File: src/hw/rtl/assert_macros.svh
// assertion macros used by the rtl module pvsd_core
// no dependencies; compiled out when SYNTHESIS is defined
`ifndef ASSERT_MACROS_SVH
`define ASSERT_MACROS_SVH
`ifndef SYNTHESIS
`define PVSD_ASSERT(lbl, clk, rst_n, prop) \
  lbl: assert property (@(posedge clk) disable iff (!rst_n) prop) \
    else $error("pvsd assertion failed");
`define PVSD_ASSERT_NEVER(lbl, clk, rst_n, cond) \
  lbl: assert property (@(posedge clk) disable iff (!rst_n) !(cond)) \
    else $error("pvsd forbidden condition seen");
`else
`define PVSD_ASSERT(lbl, clk, rst_n, prop)
`define PVSD_ASSERT_NEVER(lbl, clk, rst_n, cond)
`endif
`endif

File: src/hw/rtl/pvsd_pkg.sv
// types and constants of the packed varint sequence decoder
// no dependencies
`default_nettype none

package pvsd_pkg;

  localparam int CountBits    = 27;
  localparam int MaxItemsBits = 27;
  localparam int CmpBits      = (CountBits > MaxItemsBits ? CountBits : MaxItemsBits) + 1;
  localparam int ShiftBits    = 7;

  localparam logic [MaxItemsBits-1:0] MaxItemsReset = MaxItemsBits'(100000000);

  localparam logic [7:0] ByteNotFound = 8'h40;
  localparam logic [7:0] ByteInvalid  = 8'h41;
  localparam logic [7:0] ByteEndSeq   = 8'h42;

  localparam logic [ShiftBits-1:0] GroupBits = ShiftBits'(7);
  localparam logic [ShiftBits-1:0] ShiftMax  = ShiftBits'(64);
  localparam logic [ShiftBits-1:0] ShiftTop  = ShiftBits'(70);

  localparam logic [1:0] KindNumber  = 2'd0;
  localparam logic [1:0] KindEndSeq  = 2'd1;
  localparam logic [1:0] KindEndFile = 2'd2;
  localparam logic [1:0] KindError   = 2'd3;

  localparam logic [1:0] ErrBadFinal  = 2'd0;
  localparam logic [1:0] ErrTooLong   = 2'd1;
  localparam logic [1:0] ErrTruncated = 2'd2;
  localparam logic [1:0] ErrTooMany   = 2'd3;

  typedef struct packed {
    logic [7:0] data_byte;
    logic       end_of_input;
  } in_item_t;

  typedef struct packed {
    logic [1:0]  kind;
    logic [63:0] number;
    logic [1:0]  error_code;
  } out_item_t;

  typedef struct packed {
    logic      emit;
    out_item_t item;
  } core_res_t;

endpackage

`default_nettype wire

File: src/hw/rtl/packed_varint_sequence_decoder.sv
// Packed varint sequence decoder, top level.
// Input channel: in_valid_i / in_stall_o carry one byte or an end-of-input
// mark per transfer. Output channel: out_valid_o / out_stall_i carry one
// result (number, end of sequence, end of file or error) per transfer.
// Config channel: cfg_valid_i / cfg_ready_o writes max_items; write it only
// while the block is idle.
// Path: a byte waits in the input register and its result in the result
// register, from which it transfers on the output when out_stall_i is low.
// Throughput: one byte per cycle, save for the output stall below; the decode
// state (accumulator, shift, item count) updates in logic between the two registers.
// A stalled output holds its result; the input register keeps taking bytes
// that produce no result, and stalls the input when a byte with a result
// cannot move into the occupied result register.
// Reset clears the decode state, sets max_items to 100000000 and empties
// both registers. After an error or end of file no further results appear
// until reset.
// depends on pvsd_pkg, pvsd_in_reg, pvsd_core
`default_nettype none

module packed_varint_sequence_decoder (
  input  logic                               clk_i,
  input  logic                               rst_ni,
  input  logic                               in_valid_i,
  output logic                               in_stall_o,
  input  pvsd_pkg::in_item_t                 in_item_i,
  output logic                               out_valid_o,
  input  logic                               out_stall_i,
  output pvsd_pkg::out_item_t                out_item_o,
  input  logic                               cfg_valid_i,
  output logic                               cfg_ready_o,
  input  logic [pvsd_pkg::MaxItemsBits-1:0]  cfg_data_i
);
  import pvsd_pkg::*;

  logic                    hold_valid;
  in_item_t                hold_item;
  logic                    step;
  core_res_t               res;
  logic                    out_valid_q, out_valid_d;
  out_item_t               out_q;
  logic [MaxItemsBits-1:0] max_items_q;

  assign cfg_ready_o = 1'b1;

  always_ff @(posedge clk_i or negedge rst_ni) begin
    if (!rst_ni) begin
      max_items_q <= MaxItemsReset;
    end else if (cfg_valid_i && cfg_ready_o) begin
      max_items_q <= cfg_data_i;
    end
  end

  pvsd_in_reg u_in_reg (
    .clk_i        (clk_i),
    .rst_ni       (rst_ni),
    .in_valid_i   (in_valid_i),
    .in_stall_o   (in_stall_o),
    .in_item_i    (in_item_i),
    .take_i       (step),
    .hold_valid_o (hold_valid),
    .hold_item_o  (hold_item)
  );

  pvsd_core u_core (
    .clk_i       (clk_i),
    .rst_ni      (rst_ni),
    .step_i      (step),
    .item_i      (hold_item),
    .max_items_i (max_items_q),
    .res_o       (res)
  );

  // an item moves on when its result has room, or it has no result
  assign step = hold_valid && (!out_valid_q || !out_stall_i || !res.emit);

  always_comb begin
    out_valid_d = out_valid_q;
    if (step && res.emit) begin
      out_valid_d = 1'b1;
    end else if (!out_stall_i) begin
      out_valid_d = 1'b0;
    end
  end

  always_ff @(posedge clk_i or negedge rst_ni) begin
    if (!rst_ni) begin
      out_valid_q <= 1'b0;
    end else begin
      out_valid_q <= out_valid_d;
    end
  end

  always_ff @(posedge clk_i) begin
    if (step && res.emit) begin
      out_q <= res.item;
    end
  end

  assign out_valid_o = out_valid_q;
  assign out_item_o  = out_q;

endmodule

`default_nettype wire

File: src/hw/rtl/pvsd_in_reg.sv
// input register stage of the packed varint sequence decoder
// depends on pvsd_pkg
`default_nettype none

module pvsd_in_reg (
  input  logic               clk_i,
  input  logic               rst_ni,
  input  logic               in_valid_i,
  output logic               in_stall_o,
  input  pvsd_pkg::in_item_t in_item_i,
  input  logic               take_i,
  output logic               hold_valid_o,
  output pvsd_pkg::in_item_t hold_item_o
);
  import pvsd_pkg::*;

  logic     valid_q, valid_d;
  in_item_t item_q;
  logic     accept;

  assign in_stall_o = valid_q && !take_i;
  assign accept     = in_valid_i && !in_stall_o;
  assign valid_d    = (take_i || !valid_q) ? in_valid_i : valid_q;

  always_ff @(posedge clk_i or negedge rst_ni) begin
    if (!rst_ni) begin
      valid_q <= 1'b0;
    end else begin
      valid_q <= valid_d;
    end
  end

  always_ff @(posedge clk_i) begin
    if (accept) begin
      item_q <= in_item_i;
    end
  end

  assign hold_valid_o = valid_q;
  assign hold_item_o  = item_q;

endmodule

`default_nettype wire

File: src/hw/rtl/pvsd_core.sv
// decode state and per-byte next-state logic of the packed varint sequence decoder
// depends on pvsd_pkg and assert_macros.svh
`default_nettype none

`include "assert_macros.svh"

module pvsd_core (
  input  logic                                clk_i,
  input  logic                                rst_ni,
  input  logic                                step_i,
  input  pvsd_pkg::in_item_t                  item_i,
  input  logic [pvsd_pkg::MaxItemsBits-1:0]   max_items_i,
  output pvsd_pkg::core_res_t                 res_o
);
  import pvsd_pkg::*;

  logic [63:0]          acc_q, acc_d;
  logic [ShiftBits-1:0] shift_q, shift_d;
  logic                 inside_q, inside_d;
  logic [CountBits-1:0] count_q, count_d;
  logic                 halted_q, halted_d;

  logic [63:0]          base_acc;
  logic [ShiftBits-1:0] base_shift;
  logic [63:0]          cont_acc;
  logic [63:0]          final_val;
  logic                 item_req;
  logic [63:0]          item_val;
  logic                 fail_req;
  logic [1:0]           fail_code;
  logic [CmpBits-1:0]   next_count;
  core_res_t            res;

  assign base_acc   = inside_q ? acc_q : 64'd0;
  assign base_shift = inside_q ? shift_q : '0;
  assign cont_acc   = base_acc | ({57'd0, item_i.data_byte[6:0]} << base_shift[5:0]);
  assign final_val  = base_acc | ({58'd0, item_i.data_byte[5:0]} << base_shift[5:0]);
  assign next_count = CmpBits'(count_q) + CmpBits'(1);

  always_comb begin
    acc_d     = acc_q;
    shift_d   = shift_q;
    inside_d  = inside_q;
    count_d   = count_q;
    halted_d  = halted_q;
    item_req  = 1'b0;
    item_val  = 64'd0;
    fail_req  = 1'b0;
    fail_code = ErrBadFinal;
    res       = '0;
    if (!halted_q) begin
      priority if (item_i.end_of_input) begin
        priority if (inside_q) begin
          fail_req  = 1'b1;
          fail_code = ErrTruncated;
        end else if (count_q == '0) begin
          halted_d      = 1'b1;
          res.emit      = 1'b1;
          res.item.kind = KindEndFile;
        end else begin
          count_d       = '0;
          res.emit      = 1'b1;
          res.item.kind = KindEndSeq;
        end
      end else if (!inside_q && item_i.data_byte == ByteNotFound) begin
        item_req = 1'b1;
        item_val = '1;
      end else if (!inside_q && item_i.data_byte == ByteInvalid) begin
        item_req = 1'b1;
        item_val = ~64'd1;
      end else if (!inside_q && item_i.data_byte == ByteEndSeq) begin
        count_d       = '0;
        res.emit      = 1'b1;
        res.item.kind = KindEndSeq;
      end else if (inside_q && shift_q > ShiftMax) begin
        fail_req  = 1'b1;
        fail_code = ErrTooLong;
      end else if (item_i.data_byte[7]) begin
        acc_d    = cont_acc;
        shift_d  = base_shift + GroupBits;
        inside_d = 1'b1;
      end else if (item_i.data_byte[6]) begin
        fail_req  = 1'b1;
        fail_code = ErrBadFinal;
      end else begin
        item_req = 1'b1;
        item_val = final_val;
      end

      if (item_req) begin
        if (next_count > CmpBits'(max_items_i) || count_q == '1) begin
          fail_req  = 1'b1;
          fail_code = ErrTooMany;
        end else begin
          count_d         = CountBits'(next_count);
          acc_d           = 64'd0;
          shift_d         = '0;
          inside_d        = 1'b0;
          res.emit        = 1'b1;
          res.item.kind   = KindNumber;
          res.item.number = item_val;
        end
      end

      if (fail_req) begin
        halted_d            = 1'b1;
        inside_d            = 1'b0;
        acc_d               = 64'd0;
        shift_d             = '0;
        res.emit            = 1'b1;
        res.item.kind       = KindError;
        res.item.number     = 64'd0;
        res.item.error_code = fail_code;
      end
    end
  end

  always_ff @(posedge clk_i or negedge rst_ni) begin
    if (!rst_ni) begin
      acc_q    <= 64'd0;
      shift_q  <= '0;
      inside_q <= 1'b0;
      count_q  <= '0;
      halted_q <= 1'b0;
    end else if (step_i) begin
      acc_q    <= acc_d;
      shift_q  <= shift_d;
      inside_q <= inside_d;
      count_q  <= count_d;
      halted_q <= halted_d;
    end
  end

  assign res_o = res;

  `PVSD_ASSERT(a_shift_range, clk_i, rst_ni, shift_q <= ShiftTop)
  `PVSD_ASSERT(a_halt_sticky, clk_i, rst_ni, halted_q |=> halted_q)
  `PVSD_ASSERT(a_acc_idle_zero, clk_i, rst_ni, !inside_q |-> (acc_q == 64'd0 && shift_q == '0))
  `PVSD_ASSERT(a_error_halts, clk_i, rst_ni,
               (step_i && res.emit && res.item.kind == KindError) |=> halted_q)
  `PVSD_ASSERT_NEVER(a_silent_halted, clk_i, rst_ni, halted_q && res.emit)

endmodule

`default_nettype wire
File: config.mk
export PLATFORM = sky130hd
export DESIGN_NAME = packed_varint_sequence_decoder
export DESIGN_NICKNAME = d
export VERILOG_FILES = /design/src/hw/rtl/pvsd_pkg.sv /design/src/hw/rtl/packed_varint_sequence_decoder.sv /design/src/hw/rtl/pvsd_in_reg.sv /design/src/hw/rtl/pvsd_core.sv
export VERILOG_INCLUDE_DIRS = /design/src /design/src/hw/rtl
export SDC_FILE = /design/constraint.sdc
export NUM_CORES = 1
export LEC_CHECK = 0
export ABC_AREA = 1
export BUFFER_PORTS_ARGS = -buffer_cell sky130_fd_sc_hd__buf_4
export CAP_MARGIN = 20
export CORE_MARGIN = 5
export CORE_UTILIZATION = 50
export DETAILED_ROUTE_END_ITERATION = 7
export PLACE_DENSITY_LB_ADDON = 0.05
export SYNTH_ARGS = -nofsm -noshare
export SYNTH_HDL_FRONTEND = slang
export SYNTH_SLANG_ARGS = --single-unit
File: constraint.sdc
create_clock -name clk_i -period 3.9 [get_ports clk_i]
set_clock_uncertainty 0.15 [all_clocks]
set_input_delay 0.195 -clock clk_i [delete_from_list [all_inputs] [get_ports clk_i]]
set_output_delay 0.195 -clock clk_i [all_outputs]
set_load 0.05 [all_outputs]
==> results.txt <==
- Synthesis handed over a netlist of 1,606 instances.
- Sum of overflow across all layers after global routing: 0
- The first global-routing pass estimated between 50 and 60 mm of wire.
- After detailed placement, the total cell area comes to roughly 13,000 um2.
- For the final routed database, the setup TNS stands at 0 ns.
- For this block, the initial DRC count from the detailed router was roughly 1,100.
* F_max: roughly 280 MHz
- In this run, synthesis inferred 77 flip-flops with an integrated enable.
- Final instance area: around 15,000 um2
- I/O Pins: 112
- Clock buffer count from CTS: 24
- Dividing the synthesized area by the synthesized cell count gives between 7 and 8 um2.
- The count of final hold-check violations came to 0.
- Share of the clock period used by the worst path: between 90% and 100%
- Highest cell delay on the worst timing path: roughly 0.39 ns
* Post-layout power: just under 5 mW
- TritonCTS built the clock tree.
- In this run the number of H-tree levels came out at 1.
- Share of synthesized area occupied by flip-flops and latches: 45.6%
- Routability-driven placement finished with a final weighted congestion of between 0.9 and 1.
* Shortest clock period the worst path allows after layout: between 3 and 4 ns
- The flow ran to the end, and the final reports show no timing, DRC or antenna violations.
- The floorplan step defined a die boundary enclosing about 28,000 um2.
- Critical Path RT: 4.02 ns
- Reg2reg end: out_item_o[56]
- Final hold slack: roughly 0.018 ns
- The path class of the tightest hold or removal check is in2reg.
- The final-report max-slew violation count was 0.
- On the critical path, the stage with the largest delay is an instance of sky130_fd_sc_hd__dfrtp_1.
- Ys flop type: sky130_fd_sc_hd__dfrtp_1
* Layout cells sized above 1: 13.4%
- Counting stages on the worst path, the most repeated cell is sky130_fd_sc_hd__nand2_1.
- Setup-violating endpoint count in the final report: 0
- Clock sink total: just over 200
* Max-Cap Viols: 0
* Number of placed cells counting well taps: 1,992
* Min-Delay Path Depth: 3
- After floorplanning, the core was sized to cover between 20,000 and 25,000 um2.
- Worst-case vdd ir drop: roughly 0.33 mV
- At the pin with the least slew margin, the transition time is ~0.86 ns.
* Clk pin slew, worst setup/hold paths: approximately 0.050 ns
- Type of the worst setup path: reg2reg
- The worst register-to-register path has a setup slack of between 0.2 and 0.3 ns.
- STA classifies the critical path endpoint as a flip-flop.
* Maximum count of clock buffers along a single path: 3
- Measured along the y axis, the die boundary spans around 170 um.
- Async set-or-reset flop fraction in the synthesized netlist: a little over three fifths
- For this run, the post-layout net count is about 1,800.
- Estimated wirelength of the detail-placed design: 24.7 mm
- Number of antenna violations at the first check in global routing: 0
* Chip Width: around 170 um
* Vias in the first global route: approximately 11,000
- Final critical-path setup slack: ~0.29 ns
- Global router's overall resource usage: a little over a quarter
- Measured on the finished design, the core utilization comes to around three fifths.
* Clock insertion delay at the later pin of the skew report: between 0.5 and 0.6 ns
- The initial utilization of the core area, before any placement, comes to around half.
* Non-filler cells, final: ~2,100
- Buffering stage count on the worst path with inverters included: 2
- Area growth from synthesis to final layout: 21.8%
- Total power per unit cell area: approximately 330 nW/um2
* Endpoint of the worst hold path: max_items_q[6]
- Wirelength per Cell: ~18 um
- For the worst setup path, the data arrival time is 3.73 ns.
- Ordered cell list for the critical path: ha_1 -> nand2_1 -> nor2_4 -> nand3_1 -> nor3_1 -> nand2_1 -> xor2_1 -> ha_1 -> nand2_1 -> nor2_1 -> nand2_1 -> nor3_2 -> nand3_1 -> nand2_1 -> nand2_2 -> nand2_1 -> inv_2 -> nand2_8 -> buf_4 -> nor2_1
* Leakage power: a little over 7 nW
- In this design, the largest share of critical-path delay is due to simple AND/OR/NAND/NOR gates.
- Dividing the detail-routed via count by the number of cells gives roughly 5.5.
- Remaining number of nets flagged by the antenna check after routing: 0
- Standard-cell row count: 57
- The cell area that synthesis handed to floorplanning was around 12,000 um2.
- During synthesis, Yosys emitted a total of 0 warnings.
- Mapped Nets: ~1,700
- Measured in cells, the most critical reg-to-reg path has a length of 20.
* Post-route DRC: 0
- The synthesized design contains 206 register bits.
* Master cell of the clock root buffer: sky130_fd_sc_hd__clkbuf_16
* Post-place setup slack: slightly above 0.1 ns
- Along the worst path, the maximum fanout reaches 14.
* TritonRoute pass-1 iters: 5
* CP Launch Type: flip-flop
- Unique masters post-synth: roughly 50
- Entering global routing, the biggest net connects 67 pins.
* Most frequent cells in the layout: 474 x sky130_fd_sc_hd__nand2_1, 158 x sky130_fd_sc_hd__inv_1, 144 x sky130_fd_sc_hd__nor2_1, 141 x sky130_fd_sc_hd__buf_4, 140 x sky130_fd_sc_hd__o21ai_0
* Post-detailed-routing wire length: ~37 mm
* Routed via count: approximately 12,000
* Count of inserted antenna diode cells: 0
- Count of port buffers added during placement: 110
* Hold Path Origin: cfg_valid_i
* Most frequent standard cell in the layout excluding fill and tap cells: sky130_fd_sc_hd__nand2_1
- In this run the tightest slew margin relative to its limit is 41.9%.
- Reg-to-Reg Start: u_core.count_q[1]
-- layout make-up --
| type | count | area [um2] |
|---|---|---|
| timing repair buffer | 207 | 1770 |
| sequential | 206 | 5560 |
| multi-input combinational | 1148 | 5640 |
| clock buffer | 37 | 729 |
| tap | 324 | 405 |
| clock inverter | 7 | 93.8 |
| inverter | 170 | 642 |
| fill | 2225 | 9340 |
-- per-layer routing --
layer  wire (um)  track usage [%]
met1       17400             40.7
met2       15400             37.9
met3        3040             4.07
met4         975             6.78
met5           0                0
-- state kept, by name, summed over array words and instances (netlist names) --
signal / flops
out_item_o: 68
max_items_q: 27
u_core.inside_q: 1
u_core.acc_q: 64
u_in_reg.hold_valid_o: 1
u_core.shift_q: 7
u_in_reg.hold_item_o: 9
u_core.count_q: 27
out_valid_o: 1
u_core.halted_q: 1
-- worst max path at each step --
stage | from | endpoint | slack (ns) | cells after the start
2_1_floorplan | u_core.count_q[0] | out_item_o[36] | 0.62 | 21
3_3_place_gp | u_core.count_q[0] | out_item_o[31] | 0.20 | 21
3_5_place_dp | u_core.count_q[0] | out_item_o[55] | 0.10 | 21
4_1_cts | u_core.count_q[0] | out_item_o[24] | 0.10 | 21
5_1_grt | u_core.count_q[0] | u_core.count_q[2] | -0.004 | 24
6_report | u_core.count_q[1] | out_item_o[56] | 0.29 | 20
-- logic make-up after synthesis --
family	synth area share [%]
muxes	0.0924
adders and majority gates	3.08
and+or+nand+nor	27.6
xor gates and xnor gates	1.94
other	0.0308
DFF	45.6
buffers and inverters	8.43
AOI/OAI and AO/OA	13.2
-- cells in the mapped netlist, drive strengths merged, types with 6 or more instances --
cell	instances	area [um2]
ha	30	375
o211ai	8	60.1
dfstp	12	315
buf	31	194
o22ai	15	93.8
nor4	6	37.5
inv	164	618
a21boi	6	45.0
o21ai	164	821
a21oi	78	402
dfrtp	117	2930
nand4	41	272
edfxtp	77	2310
nand2	488	1880
nor3	17	85.1
clkbuf	51	191
nand3	85	448
clkinv	6	23.8
xor2	25	219
a22oi	10	75.1
nor2	154	624
-- power by group --
group | leakage, nW | internal (mW) | switching (mW)
registers | 2.47 | 2.28 | 0.0130
logic | 4.17 | 0.129 | 0.215
clock network | 0.405 | 1.41 | 0.900
total | 7.05 | 3.82 | 1.13
-- repair_timing --
action                                 4_1_cts  5_1_grt
hold buffers                                61        0
setup endpoints to repair                    0       83
buffers inserted                             0        1
endpoints found under the hold margin      156        0
gates resized for setup                      0        9
-- worst register-to-register path, cell delays in order (launching register included) --
cell	delay (ns)
sky130_fd_sc_hd__dfrtp_1	0.39
sky130_fd_sc_hd__ha_1	0.20
sky130_fd_sc_hd__nand2_1	0.10
sky130_fd_sc_hd__nor2_4	0.14
sky130_fd_sc_hd__nand3_1	0.20
sky130_fd_sc_hd__nor3_1	0.32
sky130_fd_sc_hd__nand2_1	0.16
sky130_fd_sc_hd__xor2_1	0.18
sky130_fd_sc_hd__ha_1	0.28
sky130_fd_sc_hd__nand2_1	0.05
sky130_fd_sc_hd__nor2_1	0.08
sky130_fd_sc_hd__nand2_1	0.08
sky130_fd_sc_hd__nor3_2	0.20
sky130_fd_sc_hd__nand3_1	0.11
sky130_fd_sc_hd__nand2_1	0.09
sky130_fd_sc_hd__nand2_2	0.08
sky130_fd_sc_hd__nand2_1	0.10
sky130_fd_sc_hd__inv_2	0.07
sky130_fd_sc_hd__nand2_8	0.14
sky130_fd_sc_hd__buf_4	0.20
sky130_fd_sc_hd__nor2_1	0.07
Note: power is estimated with default switching activity, not from simulation.
